[src/rtl/ezvd_pkg.sv]
// shared constants, types and controller states of the energy and zero crossing detector
// no dependencies; used by the interfaces, the controller, the datapath and the top level
`timescale 1ns / 1ps

package ezvd_pkg;

    localparam int MAX_FRAME_LEN = 4096;
    localparam int SAMPLE_BITS   = 16;

    localparam int SQ_W     = 2 * SAMPLE_BITS;
    localparam int SUM_W    = 43;
    localparam int ENERGY_W = 31;
    localparam int CROSS_W  = 12;
    localparam int COUNT_W  = $clog2(MAX_FRAME_LEN + 2);
    localparam int FRAMES_W = 8;
    localparam int FACTOR_W = 8;
    localparam int RATE_W   = 16;
    localparam int THR_W    = ENERGY_W + FACTOR_W;
    localparam int RATER_W  = RATE_W + COUNT_W;
    localparam int RATEL_W  = CROSS_W + 16;
    localparam int DIV_CNT_W = $clog2(SUM_W);

    localparam int CFG_IDX_W  = 8;
    localparam int CFG_DATA_W = 31;

    localparam logic [COUNT_W-1:0] COUNT_MAX = COUNT_W'(MAX_FRAME_LEN + 1);
    localparam logic [COUNT_W-1:0] FRAME_LIMIT = COUNT_W'(MAX_FRAME_LEN);
    localparam logic [CROSS_W-1:0] CROSS_MAX = '1;
    localparam logic [SUM_W-1:0] SUM_MAX = '1;
    localparam logic [ENERGY_W-1:0] ENERGY_MAX = '1;
    localparam logic [FRAMES_W-1:0] FRAMES_MAX = '1;
    localparam logic [DIV_CNT_W-1:0] DIV_LAST = DIV_CNT_W'(SUM_W - 1);

    // register indexes of the configuration port
    localparam logic [CFG_IDX_W-1:0] REG_LEARNING_FRAMES = 8'd0;
    localparam logic [CFG_IDX_W-1:0] REG_ENERGY_FACTOR   = 8'd1;
    localparam logic [CFG_IDX_W-1:0] REG_ABS_FLOOR       = 8'd2;
    localparam logic [CFG_IDX_W-1:0] REG_CROSS_LIMIT     = 8'd3;

    localparam logic [FRAMES_W-1:0] RST_LEARNING_FRAMES = 8'd10;
    localparam logic [FACTOR_W-1:0] RST_ENERGY_FACTOR   = 8'd16;
    localparam logic [ENERGY_W-1:0] RST_ABS_FLOOR       = 31'd11;
    localparam logic [RATE_W-1:0]   RST_CROSS_LIMIT     = 16'd29491;

    typedef enum logic [1:0] {
        S_ACCUM,
        S_DIVIDE,
        S_MULT,
        S_DECIDE
    } t_state;

    typedef struct packed {
        logic accept;
        logic frame_end;
        logic div_step;
        logic mult_en;
        logic finish;
    } t_dp_cmd;

    typedef struct packed {
        logic div_done;
        logic out_busy;
    } t_dp_status;

endpackage

[src/rtl/ezvd_in_if.sv]
// sample channel: valid, ready and one audio sample with its end of frame flag
// depends on ezvd_pkg for the sample width
`timescale 1ns / 1ps

interface ezvd_in_if;
    logic                                 valid;
    logic                                 ready;
    logic signed [ezvd_pkg::SAMPLE_BITS-1:0] sample;
    logic                                 last_in_frame;

    modport source (output valid, output sample, output last_in_frame, input ready);
    modport sink   (input valid, input sample, input last_in_frame, output ready);
endinterface

[src/rtl/ezvd_out_if.sv]
// frame result channel: valid, ready and the per frame decision fields
// depends on ezvd_pkg for the field widths
`timescale 1ns / 1ps

interface ezvd_out_if;
    logic                            valid;
    logic                            ready;
    logic                            voiced;
    logic [ezvd_pkg::ENERGY_W-1:0]   frame_energy;
    logic [ezvd_pkg::CROSS_W-1:0]    zero_crossings;
    logic                            learning;
    logic                            frame_too_long;

    modport source (output valid, output voiced, output frame_energy,
                    output zero_crossings, output learning, output frame_too_long,
                    input ready);
    modport sink   (input valid, input voiced, input frame_energy,
                    input zero_crossings, input learning, input frame_too_long,
                    output ready);
endinterface

[src/rtl/ezvd_ctrl.sv]
// controller: sequences accumulate, bit serial divide, threshold multiply and decision
// depends on ezvd_pkg for the state enum and the command and status structs
`timescale 1ns / 1ps

module ezvd_ctrl (
    input  logic                 i_clk,
    input  logic                 i_rst_n,
    input  logic                 i_in_valid,
    input  logic                 i_in_last,
    output logic                 o_in_ready,
    input  ezvd_pkg::t_dp_status i_status,
    output ezvd_pkg::t_dp_cmd    o_cmd
);

    ezvd_pkg::t_state r_state;
    ezvd_pkg::t_state n_state;

    always_ff @(posedge i_clk) begin
        if (!i_rst_n) begin
            r_state <= ezvd_pkg::S_ACCUM;
        end else begin
            r_state <= n_state;
        end
    end

    always_comb begin
        n_state = r_state;
        unique case (r_state)
            ezvd_pkg::S_ACCUM: begin
                if (i_in_valid && i_in_last) begin
                    n_state = ezvd_pkg::S_DIVIDE;
                end
            end
            ezvd_pkg::S_DIVIDE: begin
                if (i_status.div_done) begin
                    n_state = ezvd_pkg::S_MULT;
                end
            end
            ezvd_pkg::S_MULT: begin
                n_state = ezvd_pkg::S_DECIDE;
            end
            ezvd_pkg::S_DECIDE: begin
                if (!i_status.out_busy) begin
                    n_state = ezvd_pkg::S_ACCUM;
                end
            end
            default: n_state = ezvd_pkg::S_ACCUM;
        endcase
    end

    always_comb begin
        o_in_ready = 1'b0;
        o_cmd      = '0;
        unique case (r_state)
            ezvd_pkg::S_ACCUM: begin
                o_in_ready      = 1'b1;
                o_cmd.accept    = i_in_valid;
                o_cmd.frame_end = i_in_valid && i_in_last;
            end
            ezvd_pkg::S_DIVIDE: begin
                o_cmd.div_step = 1'b1;
            end
            ezvd_pkg::S_MULT: begin
                o_cmd.mult_en = 1'b1;
            end
            ezvd_pkg::S_DECIDE: begin
                // hold the decision until the output register can take a new word
                o_cmd.finish = !i_status.out_busy;
            end
            default: begin
                o_in_ready = 1'b0;
            end
        endcase
    end

endmodule

[src/rtl/ezvd_dp.sv]
// datapath: configuration registers, frame accumulators, divider, noise floor and output word
// depends on ezvd_pkg; driven by ezvd_ctrl through the command and status structs
`timescale 1ns / 1ps

module ezvd_dp (
    input  logic                                   i_clk,
    input  logic                                   i_rst_n,
    input  logic                                   i_cfg_we,
    input  logic [ezvd_pkg::CFG_IDX_W-1:0]         i_cfg_idx,
    input  logic [ezvd_pkg::CFG_DATA_W-1:0]        i_cfg_data,
    input  logic signed [ezvd_pkg::SAMPLE_BITS-1:0] i_sample,
    input  ezvd_pkg::t_dp_cmd                      i_cmd,
    output ezvd_pkg::t_dp_status                   o_status,
    input  logic                                   i_out_ready,
    output logic                                   o_out_valid,
    output logic                                   o_voiced,
    output logic [ezvd_pkg::ENERGY_W-1:0]          o_frame_energy,
    output logic [ezvd_pkg::CROSS_W-1:0]           o_zero_crossings,
    output logic                                   o_learning,
    output logic                                   o_frame_too_long
);

    // configuration
    logic [ezvd_pkg::FRAMES_W-1:0] r_learn_frames;
    logic [ezvd_pkg::FACTOR_W-1:0] r_factor;
    logic [ezvd_pkg::ENERGY_W-1:0] r_abs_floor;
    logic [ezvd_pkg::RATE_W-1:0]   r_cross_limit;

    always_ff @(posedge i_clk) begin
        if (!i_rst_n) begin
            r_learn_frames <= ezvd_pkg::RST_LEARNING_FRAMES;
            r_factor       <= ezvd_pkg::RST_ENERGY_FACTOR;
            r_abs_floor    <= ezvd_pkg::RST_ABS_FLOOR;
            r_cross_limit  <= ezvd_pkg::RST_CROSS_LIMIT;
        end else if (i_cfg_we) begin
            unique case (i_cfg_idx)
                ezvd_pkg::REG_LEARNING_FRAMES:
                    r_learn_frames <= i_cfg_data[ezvd_pkg::FRAMES_W-1:0];
                ezvd_pkg::REG_ENERGY_FACTOR:
                    r_factor <= i_cfg_data[ezvd_pkg::FACTOR_W-1:0];
                ezvd_pkg::REG_ABS_FLOOR:
                    r_abs_floor <= i_cfg_data[ezvd_pkg::ENERGY_W-1:0];
                ezvd_pkg::REG_CROSS_LIMIT:
                    r_cross_limit <= i_cfg_data[ezvd_pkg::RATE_W-1:0];
                default: begin
                end
            endcase
        end
    end

    // per sample accumulation
    logic [ezvd_pkg::SUM_W-1:0]   r_sum;
    logic [ezvd_pkg::CROSS_W-1:0] r_cross;
    logic [ezvd_pkg::COUNT_W-1:0] r_count;
    logic                         r_prev_nonneg;

    logic [ezvd_pkg::SAMPLE_BITS-1:0] sample_u;
    logic                             negative;
    logic [ezvd_pkg::SAMPLE_BITS-1:0] mag;
    logic [ezvd_pkg::SQ_W-1:0]        sq;
    logic [ezvd_pkg::SUM_W:0]         sum_wide;
    logic [ezvd_pkg::SUM_W-1:0]       n_sum;
    logic [ezvd_pkg::CROSS_W-1:0]     n_cross;
    logic [ezvd_pkg::COUNT_W-1:0]     n_count;

    always_comb begin
        sample_u = $unsigned(i_sample);
        negative = sample_u[ezvd_pkg::SAMPLE_BITS-1];
        mag      = negative ? ezvd_pkg::SAMPLE_BITS'(~sample_u + 1'b1) : sample_u;
        sq       = ezvd_pkg::SQ_W'(mag) * ezvd_pkg::SQ_W'(mag);
        sum_wide = {1'b0, r_sum} + (ezvd_pkg::SUM_W + 1)'(sq);
        n_sum    = sum_wide[ezvd_pkg::SUM_W] ? ezvd_pkg::SUM_MAX
                                             : sum_wide[ezvd_pkg::SUM_W-1:0];
        n_cross  = r_cross;
        // a crossing needs a previous sample in this frame
        if (r_count != '0 && (!negative) != r_prev_nonneg && r_cross != ezvd_pkg::CROSS_MAX) begin
            n_cross = r_cross + 1'b1;
        end
        n_count = (r_count < ezvd_pkg::COUNT_MAX) ? r_count + 1'b1 : r_count;
    end

    // frame end capture and restoring divider, one quotient bit a cycle
    logic [ezvd_pkg::SUM_W-1:0]     r_quot;
    logic [ezvd_pkg::COUNT_W-1:0]   r_rem;
    logic [ezvd_pkg::DIV_CNT_W-1:0] r_div_cnt;
    logic [ezvd_pkg::COUNT_W-1:0]   r_f_count;
    logic [ezvd_pkg::CROSS_W-1:0]   r_f_cross;

    logic [ezvd_pkg::COUNT_W:0] div_trial;
    logic [ezvd_pkg::COUNT_W:0] div_diff;
    logic                       div_bit;

    always_comb begin
        div_trial = {r_rem, r_quot[ezvd_pkg::SUM_W-1]};
        div_diff  = div_trial - {1'b0, r_f_count};
        div_bit   = div_trial >= {1'b0, r_f_count};
    end

    always_ff @(posedge i_clk) begin
        if (!i_rst_n) begin
            r_sum         <= '0;
            r_cross       <= '0;
            r_count       <= '0;
            r_prev_nonneg <= 1'b0;
        end else if (i_cmd.accept) begin
            if (i_cmd.frame_end) begin
                r_sum         <= '0;
                r_cross       <= '0;
                r_count       <= '0;
                r_prev_nonneg <= 1'b0;
            end else begin
                r_sum         <= n_sum;
                r_cross       <= n_cross;
                r_count       <= n_count;
                r_prev_nonneg <= !negative;
            end
        end
    end

    always_ff @(posedge i_clk) begin
        if (i_cmd.frame_end) begin
            r_quot    <= n_sum;
            r_rem     <= '0;
            r_div_cnt <= '0;
            r_f_count <= n_count;
            r_f_cross <= n_cross;
        end else if (i_cmd.div_step) begin
            r_quot    <= {r_quot[ezvd_pkg::SUM_W-2:0], div_bit};
            r_rem     <= div_bit ? div_diff[ezvd_pkg::COUNT_W-1:0]
                                 : div_trial[ezvd_pkg::COUNT_W-1:0];
            r_div_cnt <= r_div_cnt + 1'b1;
        end
    end

    // threshold products, registered before the compare
    logic [ezvd_pkg::ENERGY_W-1:0] r_energy;
    logic [ezvd_pkg::THR_W-1:0]    r_thr;
    logic [ezvd_pkg::RATER_W-1:0]  r_rate_r;
    logic [ezvd_pkg::ENERGY_W-1:0] r_floor;

    always_ff @(posedge i_clk) begin
        if (i_cmd.mult_en) begin
            r_energy <= (r_quot[ezvd_pkg::SUM_W-1:ezvd_pkg::ENERGY_W] != '0)
                      ? ezvd_pkg::ENERGY_MAX : r_quot[ezvd_pkg::ENERGY_W-1:0];
            r_thr    <= ezvd_pkg::THR_W'(r_floor) * ezvd_pkg::THR_W'(r_factor);
            r_rate_r <= ezvd_pkg::RATER_W'(r_cross_limit) * ezvd_pkg::RATER_W'(r_f_count);
        end
    end

    // decision
    logic [ezvd_pkg::FRAMES_W-1:0] r_frames_seen;
    logic                          too_long;
    logic                          learning;
    logic [ezvd_pkg::THR_W-1:0]    thr_eff;
    logic [ezvd_pkg::RATEL_W-1:0]  rate_l;
    logic                          speech;
    logic                          floor_upd;
    logic                          frames_inc;

    always_comb begin
        too_long = r_f_count > ezvd_pkg::FRAME_LIMIT;
        learning = r_frames_seen < r_learn_frames;
        thr_eff  = (r_thr < ezvd_pkg::THR_W'(r_abs_floor)) ? ezvd_pkg::THR_W'(r_abs_floor)
                                                           : r_thr;
        rate_l   = {r_f_cross, 16'b0};
        speech   = !too_long && !learning
                && (ezvd_pkg::THR_W'(r_energy) > thr_eff)
                && (ezvd_pkg::RATER_W'(rate_l) < r_rate_r);
        floor_upd  = !too_long && !speech
                  && (r_frames_seen == '0 || r_energy < r_floor);
        frames_inc = !too_long && (r_frames_seen == '0 || learning)
                  && r_frames_seen != ezvd_pkg::FRAMES_MAX;
    end

    always_ff @(posedge i_clk) begin
        if (!i_rst_n) begin
            r_floor       <= '0;
            r_frames_seen <= '0;
        end else if (i_cmd.finish) begin
            if (floor_upd) begin
                r_floor <= r_energy;
            end
            if (frames_inc) begin
                r_frames_seen <= r_frames_seen + 1'b1;
            end
        end
    end

    // output register
    logic                          r_out_valid;
    logic                          r_res_voiced;
    logic [ezvd_pkg::ENERGY_W-1:0] r_res_energy;
    logic [ezvd_pkg::CROSS_W-1:0]  r_res_cross;
    logic                          r_res_learning;
    logic                          r_res_too_long;

    always_ff @(posedge i_clk) begin
        if (!i_rst_n) begin
            r_out_valid <= 1'b0;
        end else if (i_cmd.finish) begin
            r_out_valid <= 1'b1;
        end else if (i_out_ready) begin
            r_out_valid <= 1'b0;
        end
    end

    always_ff @(posedge i_clk) begin
        if (i_cmd.finish) begin
            r_res_voiced   <= speech;
            r_res_energy   <= too_long ? '0 : r_energy;
            r_res_cross    <= r_f_cross;
            r_res_learning <= learning;
            r_res_too_long <= too_long;
        end
    end

    assign o_out_valid       = r_out_valid;
    assign o_voiced          = r_res_voiced;
    assign o_frame_energy    = r_res_energy;
    assign o_zero_crossings  = r_res_cross;
    assign o_learning        = r_res_learning;
    assign o_frame_too_long  = r_res_too_long;
    assign o_status.out_busy = r_out_valid && !i_out_ready;
    assign o_status.div_done = r_div_cnt == ezvd_pkg::DIV_LAST;

endmodule

[src/rtl/energy_zcr_voice_detector_core.sv]
// Energy and zero crossing voice activity detector. Within a frame one sample word is
// taken every clock cycle; its square and sign change are accumulated at once. The word
// flagged last in frame starts the frame decision: a restoring divider forms the mean
// square one quotient bit per cycle, then the threshold products are registered and the
// decision follows; no sample is taken until the decision is done. The result word sits
// in an output register, and the next frame streams in while it waits; a decision waits
// only if the previous result is still untaken.
// Depends on ezvd_pkg, ezvd_in_if, ezvd_out_if, ezvd_ctrl and ezvd_dp.
`timescale 1ns / 1ps

module energy_zcr_voice_detector_core (
    input  logic                            i_clk,
    input  logic                            i_rst_n,
    input  logic                            i_cfg_we,
    input  logic [ezvd_pkg::CFG_IDX_W-1:0]  i_cfg_idx,
    input  logic [ezvd_pkg::CFG_DATA_W-1:0] i_cfg_data,
    ezvd_in_if.sink                         i_in,
    ezvd_out_if.source                      o_out
);

    ezvd_pkg::t_dp_cmd    cmd;
    ezvd_pkg::t_dp_status status;

    ezvd_ctrl u_ctrl (
        .i_clk      (i_clk),
        .i_rst_n    (i_rst_n),
        .i_in_valid (i_in.valid),
        .i_in_last  (i_in.last_in_frame),
        .o_in_ready (i_in.ready),
        .i_status   (status),
        .o_cmd      (cmd)
    );

    ezvd_dp u_dp (
        .i_clk            (i_clk),
        .i_rst_n          (i_rst_n),
        .i_cfg_we         (i_cfg_we),
        .i_cfg_idx        (i_cfg_idx),
        .i_cfg_data       (i_cfg_data),
        .i_sample         (i_in.sample),
        .i_cmd            (cmd),
        .o_status         (status),
        .i_out_ready      (o_out.ready),
        .o_out_valid      (o_out.valid),
        .o_voiced         (o_out.voiced),
        .o_frame_energy   (o_out.frame_energy),
        .o_zero_crossings (o_out.zero_crossings),
        .o_learning       (o_out.learning),
        .o_frame_too_long (o_out.frame_too_long)
    );

endmodule
[src/flat_wrapper.sv]
// flat-port wrapper written by rule: the top's interface ports become plain ports
module energy_zcr_voice_detector_core_flat 
  (i_clk, i_rst_n, i_cfg_we, i_cfg_idx, i_cfg_data, i_in_valid, i_in_sample, i_in_last_in_frame, i_in_ready, o_out_valid, o_out_voiced, o_out_frame_energy, o_out_zero_crossings, o_out_learning, o_out_frame_too_long, o_out_ready);
  ezvd_in_if i_in_i ();
  ezvd_out_if o_out_i ();
  input  logic i_clk;
  input  logic i_rst_n;
  input  logic i_cfg_we;
  input  logic [ezvd_pkg::CFG_IDX_W-1:0] i_cfg_idx;
  input  logic [ezvd_pkg::CFG_DATA_W-1:0] i_cfg_data;
  input wire logic [$bits(i_in_i.valid)-1:0] i_in_valid;
  input wire logic [$bits(i_in_i.sample)-1:0] i_in_sample;
  input wire logic [$bits(i_in_i.last_in_frame)-1:0] i_in_last_in_frame;
  output wire logic [$bits(i_in_i.ready)-1:0] i_in_ready;
  output wire logic [$bits(o_out_i.valid)-1:0] o_out_valid;
  output wire logic [$bits(o_out_i.voiced)-1:0] o_out_voiced;
  output wire logic [$bits(o_out_i.frame_energy)-1:0] o_out_frame_energy;
  output wire logic [$bits(o_out_i.zero_crossings)-1:0] o_out_zero_crossings;
  output wire logic [$bits(o_out_i.learning)-1:0] o_out_learning;
  output wire logic [$bits(o_out_i.frame_too_long)-1:0] o_out_frame_too_long;
  input wire logic [$bits(o_out_i.ready)-1:0] o_out_ready;
  assign i_in_i.valid = i_in_valid;
  assign i_in_i.sample = i_in_sample;
  assign i_in_i.last_in_frame = i_in_last_in_frame;
  assign i_in_ready = i_in_i.ready;
  assign o_out_valid = o_out_i.valid;
  assign o_out_voiced = o_out_i.voiced;
  assign o_out_frame_energy = o_out_i.frame_energy;
  assign o_out_zero_crossings = o_out_i.zero_crossings;
  assign o_out_learning = o_out_i.learning;
  assign o_out_frame_too_long = o_out_i.frame_too_long;
  assign o_out_i.ready = o_out_ready;
  energy_zcr_voice_detector_core u_core (.i_clk(i_clk), .i_rst_n(i_rst_n), .i_cfg_we(i_cfg_we), .i_cfg_idx(i_cfg_idx), .i_cfg_data(i_cfg_data), .i_in(i_in_i), .o_out(o_out_i));
endmodule
[config.mk]
export PLATFORM = sky130hd
export DESIGN_NAME = energy_zcr_voice_detector_core_flat
export DESIGN_NICKNAME = d
export VERILOG_FILES = /design/src/rtl/ezvd_pkg.sv /design/src/rtl/ezvd_in_if.sv /design/src/rtl/ezvd_out_if.sv /design/src/rtl/ezvd_ctrl.sv /design/src/rtl/ezvd_dp.sv /design/src/rtl/energy_zcr_voice_detector_core.sv /design/src/flat_wrapper.sv
export SDC_FILE = /design/constraint.sdc
export NUM_CORES = 2
export LEC_CHECK = 0
export BUFFER_PORTS_ARGS = -buffer_cell sky130_fd_sc_hd__buf_2
export CORE_MARGIN = 2
export CORE_UTILIZATION = 46
export CTS_CLUSTER_SIZE = 14
export DETAILED_ROUTE_END_ITERATION = 8
export PLACE_DENSITY = 0.61
export SYNTH_ARGS = -nofsm -noshare
export SYNTH_HDL_FRONTEND = slang
export SYNTH_SLANG_ARGS = --single-unit
[constraint.sdc]
create_clock -name i_clk -period 12.9 [get_ports i_clk]
set_input_delay 1.29 -clock i_clk [delete_from_list [all_inputs] [get_ports i_clk]]
set_output_delay 1.29 -clock i_clk [all_outputs]
set_load 0.02 [all_outputs]
==> results by group <==
Outcome
  – Status: finished, final reports clean

Drt
  – Final WL: 104700 um
  – Vias per inst: 5.255
  – Antenna Nets Post-Route: 0
  – DRC: 0
  – 1st-iter DRT viols: 1869
  – Vias: 29941
  – First-pass DRT Iterations: 6
  – Routed wire length per instance: 18.37 um

Die
  – Die Y-Extent: 305.7 um
  – DIE WIDTH: 305.7 um
  – Io pins: 109
  – Die area: 93430 sq um
  – Initial Util: 46.43%
  – Row count: 110
  – Core Region: 90150 sq um

Yosys
  – Main flop type after synthesis: edfxtp_1
  – Syn Area/Cell: 9.352 sq um
  – Main combinational cell family by area after synthesis: adder cells
  – Xor/xnor share of the synthesized area: 3.177%
  – Mux cell area share after synthesis: 2.042%
  – Post-synth EDFFs: 213
  – Seq cells post-synth: 406
  – Seq/Total Area, Yosys: 24.51%
  – Post-synthesis cell area: 41860 sq um
  – Post-Synthesis Cells: 4476
  – Synth Area in Compound Gates: 9.278%
  – Area share of and/or/nand/nor cells after synthesis: 15.76%
  – Yosys cell types: 87
  – Post-synthesis adder-cell area fraction: 36.24%
  – Ys async rst share: 0%
  – Synth warn: 0

Timing
  – Worst slew pin tran: 1.134 ns
  – Fin crit share: 77.53%
  – Slew headroom: 24.38%
  – Final Hold Fails: 0
  – Total negative slack: 0 ns
  – Fmax: 0.09999 GHz
  – Pins over their slew limit: 0
  – Final setup violation count: 0
  – Minimum clock period: 10.00 ns
  – Unrepaired setup endpoints after global routing: false
  – Setup WS post-layout: 2.899 ns
  – WHS: 0.4536 ns
  – Worst clock skew: 0.03212 ns

Pwr
  – Leakage Power: 20.52 nW
  – P_sw: 5.973 mW
  – Clock power frac: 11.0%
  – Internal power component: 6.080 mW
  – Flop pwr share: 16.4%
  – Worst VDD drop: 0.0003208 V
  – Sw Share: 49.56%
  – Power density over the cells: 268.2 nW/um^2
  – Gate power share: 72.6%

Critical path
  – Flop-to-flop setup slack: 6.05 ns
  – CP max stage delay: 0.73 ns
  – Worst r2r src: u_core.u_dp.r_f_count[11]
  – Worst r2r path cells: 20
  – Startpoint types: primary input
  – CP startpoint: i_in_sample[0]
  – Slowest cell on crit path: xor2_1
  – RR Endpoint: u_core.u_dp.r_rate_r[25]
  – Most frequent CP cell: inv_1
  – Crit path DAT: 10.41 ns
  – CP Class: primary input to register
  – Req. time, crit path: 13.31 ns
  – Crit path max fanout: 34
  – Crit. End Element: register

Worst hold path
  – HP Class: register to register
  – WHS Endpoint: u_core.u_dp.r_sum[5]
  – Hold path start: u_core.u_dp.r_sum[5]
  – Worst hold path depth: 2

Clock tree
  – Post-CTS setup buffer count: 0
  – # hold bufs at CTS: 0
  – CTS-repair resized insts: 0
  – CTS Buf Count: 45
  – Root Driver: clkbuf_16
  – Clock sinks: 406
  – Worst-Skew Late Latency: 0.61 ns
  – Clock buffer depth: 3
  – CTS clk-pin slew, worst paths: 0.06 ns
  – CTS tree: done
  – H-tree depth: 2

Finish
  – Post-layout util: 49.85%
  – Final #Nets: 5443
  – Area Growth Syn to Fin: 7.368%
  – Design Area, Final: 44940 sq um
  – Share of layout cells above drive strength 1: 6.238%

Place
  – Routability cong.: 0.9033
  – Port Buffers: 108
  – DP HPWL: 81810 um
  – Placed inst area: 43440 sq um
  – Post-Place Worst Slack: 2.315 ns

GRT
  – Largest net degree at the start of global routing: 92
  – First-pass GRT wire length: 170300 um
  – Vias in the first global route: 30460
  – Total Routing Usage GR: 22.99%
  – Initial antenna violation count: 6
  – Global route total overflow: 0

Job
  – Max Cap Viol: 0
==> cell usage in the layout (no fill, tap or decap), drive strengths merged, types with 23 or more instances in the layout <==
master / count
inv: 792
nand2: 564
fa: 524
ha: 374
and2: 275
edfxtp: 213
dfxtp: 193
nor2: 189
a21oi: 150
buf: 139
o21ai: 139
xnor2: 99
a21o: 92
nor2b: 86
mux2i: 82
clkbuf: 61
xor2: 52
nand3: 44
a21boi: 41
or2: 38
nand4: 35
and3: 30
nand2b: 23
==> worst max-delay path by stage <==
stage                                   endpoint  cells after the start
final                     u_core.u_dp.r_quot[12]                     31
after global routing       u_core.u_dp.r_quot[6]                     31
after CTS                 u_core.u_dp.r_quot[12]                     31
after detailed placement  u_core.u_dp.r_quot[12]                     31
after global placement     u_core.u_dp.r_quot[6]                     31
after floorplan           u_core.u_dp.r_quot[31]                     31
==> sequential cells by signal, summed over array words and instances, names as in the netlist, 2 cells and up <==
| register | count |
|---|---|
| u_core.u_dp.r_rate_r | 29 |
| u_core.u_dp.r_f_cross | 12 |
| u_core.u_dp.r_sum | 43 |
| u_core.u_dp.r_cross | 12 |
| u_core.u_dp.o_zero_crossings | 12 |
| u_core.u_dp.r_factor | 8 |
| u_core.u_dp.r_count | 13 |
| u_core.u_dp.r_frames_seen | 8 |
| u_core.u_dp.r_abs_floor | 31 |
| u_core.u_dp.r_floor | 31 |
| u_core.u_dp.r_f_count | 13 |
| u_core.u_dp.r_rem | 13 |
| u_core.u_dp.r_quot | 43 |
| u_core.u_dp.r_cross_limit | 16 |
| u_core.u_dp.r_div_cnt | 6 |
| u_core.u_dp.o_frame_energy | 31 |
| u_core.u_dp.r_thr | 39 |
| u_core.u_dp.r_energy | 31 |
| u_core.u_dp.r_learn_frames | 8 |
| u_core.u_ctrl.r_state | 2 |
==> critical path: cells and delay by family <==
family	cells	cell delay, ns
AO/OA/AOI/OAI	6	1.46
adder cells (fa/ha/maj)	8	3.75
XOR/XNOR	1	0.73
buffers and inverters	10	1.53
AND/OR/NAND/NOR	6	1.61
==> through the flow <==
stage | cells | power, mW
6_report | 5698 | 12.05
5_1_grt | 5697 | 13.39
4_1_cts | 5697 | 12.08
3_5_place_dp | 5613 | 10.69
3_3_place_gp | 5613 | 10.58
2_1_floorplan | 4485 | 8.708
==> metal layers <==
| layer | global-route usage, % | wire (um) | part of all wire (%) |
|---|---|---|---|
| met1 | 33.63 | 49420 | 47 |
| met5 | 0 | 0 | 0 |
| met3 | 4.021 | 7338 | 7.0 |
| met4 | 4.285 | 1841 | 1.8 |
| met2 | 35.98 | 46080 | 44 |
==> Yosys cell counts, drive strengths merged, types with 38 or more instances <==
cell / instances / area share (%)
nand3: 44 / 0.54
dfxtp: 193 / 9.2
ha: 374 / 11
nor2: 189 / 1.7
and2: 275 / 4.1
edfxtp: 213 / 15
fa: 524 / 25
nand2: 564 / 5.1
xor2: 52 / 1.1
mux2i: 82 / 2.0
o21ai: 139 / 1.7
clkbuf: 166 / 1.5
a21boi: 41 / 0.74
or2: 38 / 0.57
inv: 789 / 7.1
a21o: 92 / 1.6
nor2b: 86 / 1.3
xnor2: 99 / 2.1
a21oi: 150 / 1.8
==> layout make-up <==
| type | instances | area [sq um] |
|---|---|---|
| Multi-Input combinational cell | 3095 | 27940 |
| Inverter | 797 | 2992 |
| Sequential cell | 406 | 10260 |
| Clock buffer | 61 | 1217 |
| Antenna cell | 1 | 2.502 |
| Timing Repair Buffer | 139 | 775.7 |
| Tap cell | 1176 | 1471 |
| Clock inverter | 23 | 280.3 |
| Fill cell | 8491 | 45210 |
==> power groups by stage <==
stage / Clock, mW / Combinational [mW] / Sequential, mW
2_1_floorplan: 0 / 6.79 / 1.92
3_3_place_gp: 0 / 8.58 / 2.00
3_5_place_dp: 0 / 8.68 / 2.00
4_1_cts: 1.35 / 8.75 / 1.98
5_1_grt: 1.40 / 9.99 / 2.01
6_report: 1.32 / 8.75 / 1.98
==> kinds of logic after synthesis <==
family          Yosys count
flops                   406
fa+ha+maj               898
xor+xnor                151
simple gates           1352
buf+inv                 984
mux                      85
other cells               2
compound gates          598
Power figures use the tool's default switching activity.
